==> src/hw/rtl/swagg_pkg.sv <==
// Shared types, codes and the control store of the sliding window aggregate.
package swagg_pkg;

  localparam int DATA_W  = 32;
  localparam int WS_W    = 7;
  localparam int MODE_W  = 3;
  localparam int CIDX_W  = 4;
  localparam int CDATA_W = 7;

  // Configuration register indexes
  localparam logic [CIDX_W-1:0] REG_WINDOW_SIZE = 4'd0;
  localparam logic [CIDX_W-1:0] REG_MODE        = 4'd1;

  // Aggregate modes
  localparam logic [MODE_W-1:0] MODE_AVG = 3'd1;
  localparam logic [MODE_W-1:0] MODE_MAX = 3'd2;
  localparam logic [MODE_W-1:0] MODE_MIN = 3'd3;
  localparam logic [MODE_W-1:0] MODE_SUM = 3'd4;

  // Program steps
  typedef enum logic [2:0] {
    ST_IDLE,
    ST_CHECK,
    ST_LOOP,
    ST_DRAIN,
    ST_DIVGO,
    ST_DIVWAIT,
    ST_RESULT,
    ST_STORE
  } step_t;

  // Jump conditions
  typedef enum logic [2:0] {
    C_ALWAYS,
    C_NO_INPUT,
    C_SKIP,
    C_MORE,
    C_NOT_AVG,
    C_DIV_BUSY,
    C_OUT_BLOCKED
  } cond_t;

  typedef struct packed {
    logic  in_rdy;
    logic  clr;
    logic  rd;
    logic  acc;
    logic  div_go;
    logic  load_out;
    logic  store;
    cond_t cond;
    step_t target;
  } ucode_t;

  typedef struct packed {
    logic in_valid;
    logic skip;
    logic more;
    logic not_avg;
    logic div_busy;
    logic out_blocked;
  } status_t;

  function automatic ucode_t swagg_ucode(input step_t s);
    ucode_t w;
    w        = '0;
    w.cond   = C_ALWAYS;
    w.target = ST_IDLE;
    case (s)
      ST_IDLE: begin
        w.in_rdy = 1'b1;
        w.clr    = 1'b1;
        w.cond   = C_NO_INPUT;
        w.target = ST_IDLE;
      end
      ST_CHECK: begin
        w.cond   = C_SKIP;
        w.target = ST_RESULT;
      end
      ST_LOOP: begin
        w.rd     = 1'b1;
        w.acc    = 1'b1;
        w.cond   = C_MORE;
        w.target = ST_LOOP;
      end
      ST_DRAIN: begin
        w.acc    = 1'b1;
        w.cond   = C_NOT_AVG;
        w.target = ST_RESULT;
      end
      ST_DIVGO: begin
        w.div_go = 1'b1;
        w.cond   = C_NOT_AVG;
        w.target = ST_RESULT;
      end
      ST_DIVWAIT: begin
        w.cond   = C_DIV_BUSY;
        w.target = ST_DIVWAIT;
      end
      ST_RESULT: begin
        w.load_out = 1'b1;
        w.cond     = C_OUT_BLOCKED;
        w.target   = ST_RESULT;
      end
      ST_STORE: begin
        w.store  = 1'b1;
        w.cond   = C_ALWAYS;
        w.target = ST_IDLE;
      end
      default: begin
        w.cond   = C_ALWAYS;
        w.target = ST_IDLE;
      end
    endcase
    return w;
  endfunction

endpackage

==> src/hw/rtl/swagg_seq.sv <==
// Microcode sequencer: step counter, control store lookup and conditional jumps.
module swagg_seq (
  input  logic               clk,
  input  logic               rst_n,
  input  swagg_pkg::status_t status,
  output swagg_pkg::ucode_t  ctrl
);

  swagg_pkg::step_t pc_r;
  swagg_pkg::step_t pc_nxt;
  logic             take;

  // Control word of the current step
  always_comb begin
    ctrl = swagg_pkg::swagg_ucode(pc_r);
  end

  // Next step: jump when the condition holds, else fall through
  always_comb begin
    case (ctrl.cond)
      swagg_pkg::C_ALWAYS:      take = 1'b1;
      swagg_pkg::C_NO_INPUT:    take = !status.in_valid;
      swagg_pkg::C_SKIP:        take = status.skip;
      swagg_pkg::C_MORE:        take = status.more;
      swagg_pkg::C_NOT_AVG:     take = status.not_avg;
      swagg_pkg::C_DIV_BUSY:    take = status.div_busy;
      swagg_pkg::C_OUT_BLOCKED: take = status.out_blocked;
      default:                  take = 1'b1;
    endcase
    pc_nxt = take ? ctrl.target : swagg_pkg::step_t'(pc_r + 3'd1);
  end

  always_ff @(posedge clk) begin
    if (!rst_n) begin
      pc_r <= swagg_pkg::ST_IDLE;
    end else begin
      pc_r <= pc_nxt;
    end
  end

endmodule

==> src/hw/rtl/swagg_div.sv <==
// Restoring divider: signed dividend by unsigned count, one quotient bit a cycle.
module swagg_div #(
  parameter int CNT_W = 7
) (
  input  logic                                clk,
  input  logic                                rst_n,
  input  logic                                start,
  input  logic signed [swagg_pkg::DATA_W-1:0] dividend,
  input  logic [CNT_W-1:0]                    divisor,
  output logic                                busy,
  output logic signed [swagg_pkg::DATA_W-1:0] quotient
);

  localparam int DW  = swagg_pkg::DATA_W;
  localparam int BCW = $clog2(DW);

  logic [DW-1:0]    q_r, q_nxt;
  logic [CNT_W-1:0] rem_r, rem_nxt;
  logic [BCW-1:0]   bit_r, bit_nxt;
  logic             busy_r, busy_nxt;
  logic             neg_r, neg_nxt;
  logic [CNT_W:0]   trial;
  logic [DW-1:0]    mag;

  always_comb begin
    mag      = dividend[DW-1] ? (~dividend + 1'b1) : dividend;
    trial    = {rem_r, q_r[DW-1]};
    q_nxt    = q_r;
    rem_nxt  = rem_r;
    bit_nxt  = bit_r;
    busy_nxt = busy_r;
    neg_nxt  = neg_r;
    if (start) begin
      q_nxt    = mag;
      rem_nxt  = '0;
      bit_nxt  = BCW'(DW - 1);
      busy_nxt = 1'b1;
      neg_nxt  = dividend[DW-1];
    end else if (busy_r) begin
      if (trial >= {1'b0, divisor}) begin
        rem_nxt = CNT_W'(trial - {1'b0, divisor});
        q_nxt   = {q_r[DW-2:0], 1'b1};
      end else begin
        rem_nxt = trial[CNT_W-1:0];
        q_nxt   = {q_r[DW-2:0], 1'b0};
      end
      if (bit_r == '0) begin
        busy_nxt = 1'b0;
      end else begin
        bit_nxt = bit_r - 1'b1;
      end
    end
  end

  always_ff @(posedge clk) begin
    if (!rst_n) begin
      busy_r <= 1'b0;
    end else begin
      busy_r <= busy_nxt;
    end
  end

  always_ff @(posedge clk) begin
    q_r   <= q_nxt;
    rem_r <= rem_nxt;
    bit_r <= bit_nxt;
    neg_r <= neg_nxt;
  end

  assign busy     = busy_r;
  assign quotient = neg_r ? (~q_r + 1'b1) : q_r;

endmodule

==> src/hw/rtl/sliding_window_aggregate.sv <==
// Sliding window aggregate (average, maximum, minimum, sum) over previous samples.
//
// Each transaction on the input channel carries one signed 32-bit sample and
// produces exactly one aggregate on the output channel. The aggregate covers
// the last min(window_size, samples seen) samples before the current one; the
// very first result, and any result in an unknown mode, is zero. Sums wrap at
// 32 bits and the average truncates toward zero. A microcoded sequencer runs
// each item: the stored samples are streamed out of the sample memory at one
// entry a cycle and folded, and in average mode the serial divider then adds
// one quotient bit a cycle. An item with no previous sample, or an unknown
// mode, skips the scan and the divider. One item is worked at a time; the
// finished aggregate sits in an output register, so the next sample is taken
// while it waits. The sample memory needs no clearing after reset: entries
// are read only after written. Write window_size (register 0) and mode
// (register 1) only while idle; window_size 0 acts as 1 and values above
// MAX_WINDOW saturate.
module sliding_window_aggregate #(
  parameter int MAX_WINDOW = 64
) (
  input  logic                                 clk,
  input  logic                                 rst_n,
  input  logic                                 in_valid,
  output logic                                 in_ready,
  input  logic signed [swagg_pkg::DATA_W-1:0]  in_sample,
  output logic                                 out_valid,
  input  logic                                 out_ready,
  output logic signed [swagg_pkg::DATA_W-1:0]  out_aggregate,
  input  logic                                 cfg_valid,
  output logic                                 cfg_ready,
  input  logic [swagg_pkg::CIDX_W-1:0]         cfg_index,
  input  logic [swagg_pkg::CDATA_W-1:0]        cfg_data
);

  localparam int DW = swagg_pkg::DATA_W;
  localparam int CW = $clog2(MAX_WINDOW + 1);
  localparam int AW = $clog2(MAX_WINDOW);

  swagg_pkg::ucode_t  ctrl;
  swagg_pkg::status_t status;

  // Configuration registers
  logic [swagg_pkg::WS_W-1:0]   win_size_r;
  logic [swagg_pkg::MODE_W-1:0] mode_r;

  // Item datapath
  logic signed [DW-1:0] sample_r;
  logic [CW-1:0]        count_r, count_nxt;
  logic [CW-1:0]        raddr_r, raddr_nxt;
  logic                 rvld_r, rvld_nxt;
  logic                 first_r, first_nxt;
  logic signed [DW-1:0] sum_r, sum_nxt;
  logic signed [DW-1:0] best_r, best_nxt;
  logic signed [DW-1:0] rd_data_r;

  // Window bookkeeping
  logic [CW-1:0] fill_r, fill_nxt;
  logic [AW-1:0] oldest_r, oldest_nxt;
  logic [AW-1:0] slot;
  logic [AW-1:0] waddr;

  // Output register
  logic                 out_valid_r, out_valid_nxt;
  logic signed [DW-1:0] out_agg_r, out_agg_nxt;

  logic                 in_fire;
  logic                 mode_ok;
  logic [CW-1:0]        ws_eff;
  logic                 div_busy;
  logic signed [DW-1:0] quot;
  logic signed [DW-1:0] result;

  logic signed [DW-1:0] window_mem_r [MAX_WINDOW];

  swagg_seq u_seq (
    .clk    (clk),
    .rst_n  (rst_n),
    .status (status),
    .ctrl   (ctrl)
  );

  swagg_div #(
    .CNT_W (CW)
  ) u_div (
    .clk      (clk),
    .rst_n    (rst_n),
    .start    (ctrl.div_go),
    .dividend (sum_r),
    .divisor  (count_r),
    .busy     (div_busy),
    .quotient (quot)
  );

  assign in_ready  = ctrl.in_rdy;
  assign in_fire   = in_valid && ctrl.in_rdy;
  assign cfg_ready = 1'b1;

  // Effective window: zero acts as one, saturate at the store depth
  always_comb begin
    if (win_size_r == '0) begin
      ws_eff = CW'(1);
    end else if (32'(win_size_r) > 32'(MAX_WINDOW)) begin
      ws_eff = CW'(MAX_WINDOW);
    end else begin
      ws_eff = CW'(win_size_r);
    end
  end

  assign mode_ok = (mode_r == swagg_pkg::MODE_AVG) || (mode_r == swagg_pkg::MODE_MAX) ||
                   (mode_r == swagg_pkg::MODE_MIN) || (mode_r == swagg_pkg::MODE_SUM);

  // Status seen by the sequencer's jump conditions
  always_comb begin
    status.in_valid    = in_valid;
    status.skip        = (count_r == '0) || !mode_ok;
    status.more        = (raddr_r + CW'(1)) < count_r;
    status.not_avg     = (mode_r != swagg_pkg::MODE_AVG);
    status.div_busy    = div_busy;
    status.out_blocked = out_valid_r && !out_ready;
  end

  // Scan: issue one read a cycle, fold the data once the registered read port returns it
  always_comb begin
    count_nxt = count_r;
    raddr_nxt = raddr_r;
    rvld_nxt  = 1'b0;
    first_nxt = first_r;
    sum_nxt   = sum_r;
    best_nxt  = best_r;
    if (in_fire) begin
      count_nxt = (fill_r < ws_eff) ? fill_r : ws_eff;
    end
    if (ctrl.clr) begin
      raddr_nxt = '0;
      first_nxt = 1'b1;
      sum_nxt   = '0;
    end
    if (ctrl.rd) begin
      raddr_nxt = raddr_r + CW'(1);
      rvld_nxt  = 1'b1;
    end
    if (ctrl.acc && rvld_r) begin
      sum_nxt = sum_r + rd_data_r;
      if (first_r) begin
        best_nxt  = rd_data_r;
        first_nxt = 1'b0;
      end else if ((mode_r == swagg_pkg::MODE_MAX) && (rd_data_r > best_r)) begin
        best_nxt = rd_data_r;
      end else if ((mode_r == swagg_pkg::MODE_MIN) && (rd_data_r < best_r)) begin
        best_nxt = rd_data_r;
      end
    end
  end

  // Pick the aggregate for the current mode
  always_comb begin
    if (status.skip) begin
      result = '0;
    end else if (mode_r == swagg_pkg::MODE_AVG) begin
      result = quot;
    end else if (mode_r == swagg_pkg::MODE_SUM) begin
      result = sum_r;
    end else begin
      result = best_r;
    end
  end

  // Hold the result until taken; load only into a free or draining register
  always_comb begin
    out_valid_nxt = out_valid_r;
    out_agg_nxt   = out_agg_r;
    if (out_ready) begin
      out_valid_nxt = 1'b0;
    end
    if (ctrl.load_out && !status.out_blocked) begin
      out_valid_nxt = 1'b1;
      out_agg_nxt   = result;
    end
  end

  // Store the sample: fill order first, then replace the oldest in ring order
  always_comb begin
    fill_nxt   = fill_r;
    oldest_nxt = oldest_r;
    slot       = (CW'(oldest_r) >= ws_eff) ? '0 : oldest_r;
    if (fill_r >= ws_eff) begin
      waddr = slot;
    end else begin
      waddr = fill_r[AW-1:0];
    end
    if (ctrl.store) begin
      if (fill_r >= ws_eff) begin
        oldest_nxt = ((CW'(slot) + CW'(1)) == ws_eff) ? '0 : (slot + AW'(1));
      end
      if (fill_r < CW'(MAX_WINDOW)) begin
        fill_nxt = fill_r + CW'(1);
      end
    end
  end

  always_ff @(posedge clk) begin
    if (!rst_n) begin
      win_size_r  <= swagg_pkg::WS_W'(1);
      mode_r      <= '0;
      count_r     <= '0;
      raddr_r     <= '0;
      rvld_r      <= 1'b0;
      first_r     <= 1'b1;
      fill_r      <= '0;
      oldest_r    <= '0;
      out_valid_r <= 1'b0;
    end else begin
      if (cfg_valid && (cfg_index == swagg_pkg::REG_WINDOW_SIZE)) begin
        win_size_r <= cfg_data[swagg_pkg::WS_W-1:0];
      end
      if (cfg_valid && (cfg_index == swagg_pkg::REG_MODE)) begin
        mode_r <= cfg_data[swagg_pkg::MODE_W-1:0];
      end
      count_r     <= count_nxt;
      raddr_r     <= raddr_nxt;
      rvld_r      <= rvld_nxt;
      first_r     <= first_nxt;
      fill_r      <= fill_nxt;
      oldest_r    <= oldest_nxt;
      out_valid_r <= out_valid_nxt;
    end
  end

  always_ff @(posedge clk) begin
    if (in_fire) begin
      sample_r <= in_sample;
    end
    sum_r     <= sum_nxt;
    best_r    <= best_nxt;
    out_agg_r <= out_agg_nxt;
  end

  // Sample memory: one write port, one registered read port
  always_ff @(posedge clk) begin
    if (ctrl.store) begin
      window_mem_r[waddr] <= sample_r;
    end
  end

  always_ff @(posedge clk) begin
    rd_data_r <= window_mem_r[raddr_r[AW-1:0]];
  end

  assign out_valid     = out_valid_r;
  assign out_aggregate = out_agg_r;

endmodule

==> config.mk <==
export PLATFORM = sky130hd
export DESIGN_NAME = sliding_window_aggregate
export DESIGN_NICKNAME = d
export VERILOG_FILES = /design/src/hw/rtl/swagg_pkg.sv /design/src/hw/rtl/swagg_seq.sv /design/src/hw/rtl/swagg_div.sv /design/src/hw/rtl/sliding_window_aggregate.sv
export SDC_FILE = /design/constraint.sdc
export NUM_CORES = 2
export LEC_CHECK = 0
export BUFFER_PORTS_ARGS = -buffer_cell sky130_fd_sc_hd__clkbuf_2
export CAP_MARGIN = 0
export CORE_AREA = 2 2 394 396
export DETAILED_ROUTE_END_ITERATION = 7
export DIE_AREA = 0 0 396 398
export PLACE_DENSITY = 0.82
export SYNTH_ARGS = -nofsm -noshare
export SYNTH_HDL_FRONTEND = slang
export SYNTH_SLANG_ARGS = --single-unit
==> constraint.sdc <==
create_clock -name clk -period 11.66 [get_ports clk]
set_clock_uncertainty 0.1 [all_clocks]
set_input_delay 1.749 -clock clk [delete_from_list [all_inputs] [get_ports clk]]
set_output_delay 1.749 -clock clk [all_outputs]
set_load 0.01 [all_outputs]
* Word-level counts from Yosys, hierarchy flattened
Memory sizes are Yosys's and may differ from the RTL's. A register that Yosys moved wholly into a read port is not among the register bits. Cells that the tools add are included.
Storage, ports and cells: flip-flop bits (word level) 217, bits in writable memories 2048, input port bits 48, output and inout bits 35, word-level logic and storage cells 135, memories 1
Cells by class: $add $sub $neg 10, $lt $le $gt $ge 9, eq/ne operators 20, muxes and demuxes 41, bitwise gates (word level) 3, reductions and logical operators 32
Memories:
- window_mem_r | depth 64, width 32, rd ports 1, clocked after Yosys merged registers in 1, wr ports 1, RTL line sliding_window_aggregate.sv:72 | logic signed [DW-1:0] window_mem_r [MAX_WINDOW];
Operators with widths (number):
- $mux W32 | 11
- $add A32 B1 Y32 const B | 2
- $not A32 Y32 | 2
- $mux W7 | 6
- $pmux W6 S7 | 1
- $add A32 B32 Y32 | 1
- $gt A32 B32 Y1 | 1
- $lt A32 B32 Y1 | 1
- $eq A3 B3 Y1 const B | 8
- $eq A3 B2 Y1 const B | 6
- $mux W6 | 3
- $mux W1 | 17
- $add A7 B1 Y7 const B | 2
- $logic_not A7 Y1 | 2
- $lt A7 B7 Y1 | 2
- $eq A3 B1 Y1 const B | 3
- $ge A8 B7 Y1 | 1
- $logic_and A1 B1 Y1 | 8
- $reduce_and A2 Y1 | 4
- $reduce_bool A2 Y1 | 4
- $add A6 B1 Y7 const B | 1
- $eq A7 B7 Y1 | 1
- $ge A6 B7 Y1 | 1
- $ge A7 B7 Y1 | 1
- 19 further kinds | 26

* Logic depth before layout (Yosys ltp)
depth in word-level cells 8, gate-level depth with buffers 23, mapped depth without buffers 19

* Hierarchy
Synthesis repeated with hierarchy kept, for this count alone.
Second synthesis, totals: cell total of the unflattened synthesis 4455, area, all modules 92153.4 µm²
Modules (own cells, without submodules):
- sliding_window_aggregate | instances 1, cells an instance 3990, area an instance 88168.3 µm², seq. area each 66784.1 µm²
- swagg_div | instances 1, cells an instance 406, area an instance 3515.9 µm², seq. area each 1251.2 µm²
- swagg_seq | instances 1, cells an instance 59, area an instance 469.2 µm², seq. area each 60.1 µm²

* Least setup slack after synthesis
OpenSTA, ideal clock, no wires.
path kind register to register, start register win_size_r[6] in the netlist's numbering, end memory window_mem_r[13][0] in the netlist's numbering (enable), library setup time 0.421 ns, data arrival time 4.279 ns, data required time 11.139 ns, path slack 6.860 ns, stages on the path, launching flop included 13, buffers on the path 2, clock period less this slack 4.800 ns, path through dfxtp_1 -> clkbuf_1 -> nor2b_1 -> inv_1 -> ha_1 -> a21o_1 -> a21o_1 -> a21o_1 -> a21oi_1 -> clkbuf_1 -> mux2i_1 -> nand4_1 -> nor2_1
Between the ends: longest elaborated chain between the ends 6, elaborated cells between the ends (all ways) 8, classes of those cells order compare (3); mux (4); reduce/logical (1)
Ends and longest elaborated chain:
- start: declaration | RTL line sliding_window_aggregate.sv:42 | logic [swagg_pkg::WS_W-1:0] win_size_r;
- start signal: assignment | RTL line sliding_window_aggregate.sv:202 | win_size_r <= swagg_pkg::WS_W'(1);
- start signal: assignment | RTL line sliding_window_aggregate.sv:213 | win_size_r <= cfg_data[swagg_pkg::WS_W-1:0];
- $gt A7 B7 Y1 | RTL line sliding_window_aggregate.sv:101 | end else if (32'(win_size_r) > 32'(MAX_WINDOW)) begin
- $mux W7 | RTL line sliding_window_aggregate.sv:101
- $mux W7 * | RTL line sliding_window_aggregate.sv:99 | if (win_size_r == '0) begin
- $ge A6 B7 Y1 | RTL line sliding_window_aggregate.sv:184 | slot = (CW'(oldest_r) >= ws_eff) ? '0 : oldest_r;
- $mux W6 | RTL line sliding_window_aggregate.sv:184
- $mux W6 * | RTL line sliding_window_aggregate.sv:185 | if (fill_r >= ws_eff) begin
- end: declaration | RTL line sliding_window_aggregate.sv:72
Every way passes the cells marked *; elsewhere a longest branch is shown, timed or not.

* Final worst setup path
start register win_size_r[6] in the netlist's numbering, end memory window_mem_r[1][14] in the netlist's numbering (enable)
Same word-level chain as after synthesis.

==> flow_summary.ini <==
[sta]
setup_tns_ns = 0
final.min_clock_period_ns = 6.94
layout_setup_ws_ns = 4.72
worst_slew_pin_slew_ns = 1.38
fin_crit_sh_pct = 59.6
rsz0062_at_grt = false
setup_viol = 0
timing.slew.headroom_pct = 7.40
finalHoldViolCount = 0
fmax_mhz = 144
final_max_slew_viol_count = 0

[place]
placed_cells = 6356
routabilityCongestion = 0.925
placed_area_um2 = 95000
place_hpwl_um = 133000
portBuffers = 81
place_ws_ns = 5.46

[min_path]
hp-class = reg -> reg

[logic_synthesis]
synthSimpleGateAreaFrac_pct = 2.47
synthAdderAreaFrac_pct = 1.44
ys_warn_count = 0
ys_types = 76
synth_top_cell_area_share_pct = 72.3
muxShareOfSynthArea_pct = 16.8
synth_top_family_by_area = multiplexers
synth_top_area_cell = edfxtp_1
postSynthCellCount = 4356
synth_area_leaders = edfxtp_1 (72%), mux4_2 (17%), dfxtp_1 (1.9%)
ys_ff_latch = 2297
synthXorXnorAreaFrac_pct = 1.03
synthFlopType = edfxtp_1
synth_area_per_cell_um2 = 21.1
synth_seq_area_share_pct = 74.2
syn_nets = 4508
async_reset_ff_share_pct = 0
synth_compound_area_share_pct = 2.70
syn-cell-area_um2 = 91700
yosysMostFrequentCell = edfxtp_1
synth_common_cells = edfxtp_1 (2209), mux4_2 (672), nor2_1 (201), clkbuf_1 (124), nand2_1 (104)
synth_edf_count = 2209

[layout]
fin_cells = 6757
final_nets = 4680
postLayoutCellArea_um2 = 102000
synthToLayoutAreaGrowth_pct = 11.2
multiInputGateArea_um2 = 22900
regArea_um2 = 68100
fill_cells = 8797
layout-drive-gt1-share_pct = 26.5

[clocking]
insertion_delay_ns = 0.89
cts-buffers-inserted = 214
cts_resized = 0
hold_buffers = 0
max-clock-path-buffers = 3
htreeDepth = 4
clockRootBuffer = clkbuf_16
cts_tree = done
post_cts_buffers = 0
cts_num_sinks = 2297
clk_pin_slew_ns = 0.07

[run]
max_cap_viol_count = 0

[setup_path]
cp.arrival_ns = 7.29
critPathCaptureType = flop
path_class = reg -> reg
crit_fanout = 32
r2r_slack_ns = 4.72
crit_end = window_mem_r[1][14]$_DFFE_PP_
crit_start = win_size_r[6]$_SDFFE_PN0P_
cp.required_ns = 12.01
worstRegToRegCells = 11
cp-start-kind = flop
reg2reg_from = win_size_r[6]$_SDFFE_PN0P_
r2r-end = window_mem_r[1][14]$_DFFE_PP_

[die]
start_util_pct = 59.8
fp-row-count = 144
core_um2 = 153000
die_x_um = 396
io_pins = 83
die-area_um2 = 158000
die_height_um = 398

[global_route]
grt_util_all_layers_pct = 33.1
grt_first_pass_wirelength_um = 364000
grt_pass1_vias = 47900
use_met2_pct = 53.3
grt_use_met3_pct = 8.78
grt-busiest-layer = met2
antenna_found_initial = 30
grtUsageMet1_pct = 43.1
grt_overflow = 0
grt_max_degree = 138

[detailed_routing]
drtAntennaViolNets = 0
drc_errors = 0
vias = 48700
drt-initial-drc-count = 8648
post_drt_wl_per_cell_um = 38.2
via_per_inst = 7.21
dr.pass1.iters = 7
routed_wirelength_um = 258000

[pwr]
pwr_density_cell_nw_per_um2 = 206
power_mw = 21.0
max-vdd-ir-drop_mv = 0.176
p_leak_nw = 31.6

[status]
outcome = finished, final reports clean
==> cell usage in the layout, fill, tap and decap left out, types with 43 or more instances in the layout <==
cell       netlist  routed
a21oi_1         92      92
buf_4            4      82
clkbuf_16        0     215
clkbuf_2         0      81
clkinv_1         0      50
clkinv_2         0      43
dfxtp_1         88      82
edfxtp_1      2209    2209
ha_1           102     102
inv_1           76      76
mux4_2         672     672
nand2_1        104     103
nor2_1         201     136
nor2_4           0      64
o21ai_0         82      82
xnor2_1         62      62
xor2_1          46      46
==> power by group <==
group,leakage [nW],switching (mW),internal (mW)
clock,3.37,3.21,3.87
sequential,20.6,0.316,9.71
combinational,7.57,2.40,1.54
total,31.6,5.92,15.1
==> state kept, by name, indices dropped and copies added (netlist names), 5 cells and up <==
register and count:
sample_r 32, window_mem_r 2048, count_r 7, win_size_r 7, raddr_r 7, u_div.bit_r 5
best_r 32, u_div.rem_r 7, rd_data_r 32, u_div.q_r 32, fill_r 7, sum_r 32
out_aggregate 32, oldest_r 6
==> worst min-delay path by stage <==
stage	startpoint	to	slack, ns	cells after the start
floorplan	rd_data_r[0]$_DFF_P_	best_r[0]$_DFFE_PP_	0.33	0
global placement	win_size_r[0]$_SDFFE_PN1P_	win_size_r[0]$_SDFFE_PN1P_	0.36	2
detailed placement	win_size_r[0]$_SDFFE_PN1P_	win_size_r[0]$_SDFFE_PN1P_	0.37	2
CTS	u_div.rem_r[6]$_SDFFE_PP0P_	u_div.rem_r[6]$_SDFFE_PP0P_	0.38	2
global route	u_div.rem_r[6]$_SDFFE_PP0P_	u_div.rem_r[6]$_SDFFE_PP0P_	0.39	2
finish	u_div.rem_r[6]$_SDFFE_PP0P_	u_div.rem_r[6]$_SDFFE_PP0P_	0.38	2
==> worst max-delay path, stage by stage, from the launching register on <==
cell     delay [ns]
dfxtp_1        0.60
inv_1          0.18
nand2_1        0.15
ha_1           0.26
nor2b_1        0.14
o21ai_0        0.21
nand3_1        0.13
a21oi_1        0.97
a21oi_1        0.37
a22oi_1        0.79
nand4_1        1.20
nor2_4         1.37
==> stage by stage <==
step | hold slack (ns) | utilization, %
final | 0.377 | 66.5
after detailed placement | 0.367 | 62.0
after global placement | 0.357 | 62.0
after CTS | 0.381 | 66.5
after floorplan | 0.334 | -
after global routing | 0.386 | 66.5
==> cell families after synthesis <==
logic type	Yosys count
DFF	2297
muxes	702
and+or+nand+nor	481
AOI/OAI and AO/OA	375
buffers and inverters	288
xor gates and xnor gates	108
adders and majority gates	104
other	1
==> metal layers <==
| metal | vias to the layer above | wire length (µm) |
|---|---|---|
| met5 | - | 161 |
| met4 | 24 | 13500 |
| met3 | 696 | 32800 |
| met2 | 4329 | 126000 |
| met1 | 25100 | 85400 |
| li1 | 18500 | - |
==> cell type report <==
type	count	share of cell area, %
timing repair buffer	168	1.10
multi-input combinational	1771	22.5
sequential	2297	66.8
tap	2044	2.51
clock inverter	139	1.33
clock buffer	252	5.43
inverter	76	0.280
antenna	10	0.0245
Power figures use the tool's default switching activity.
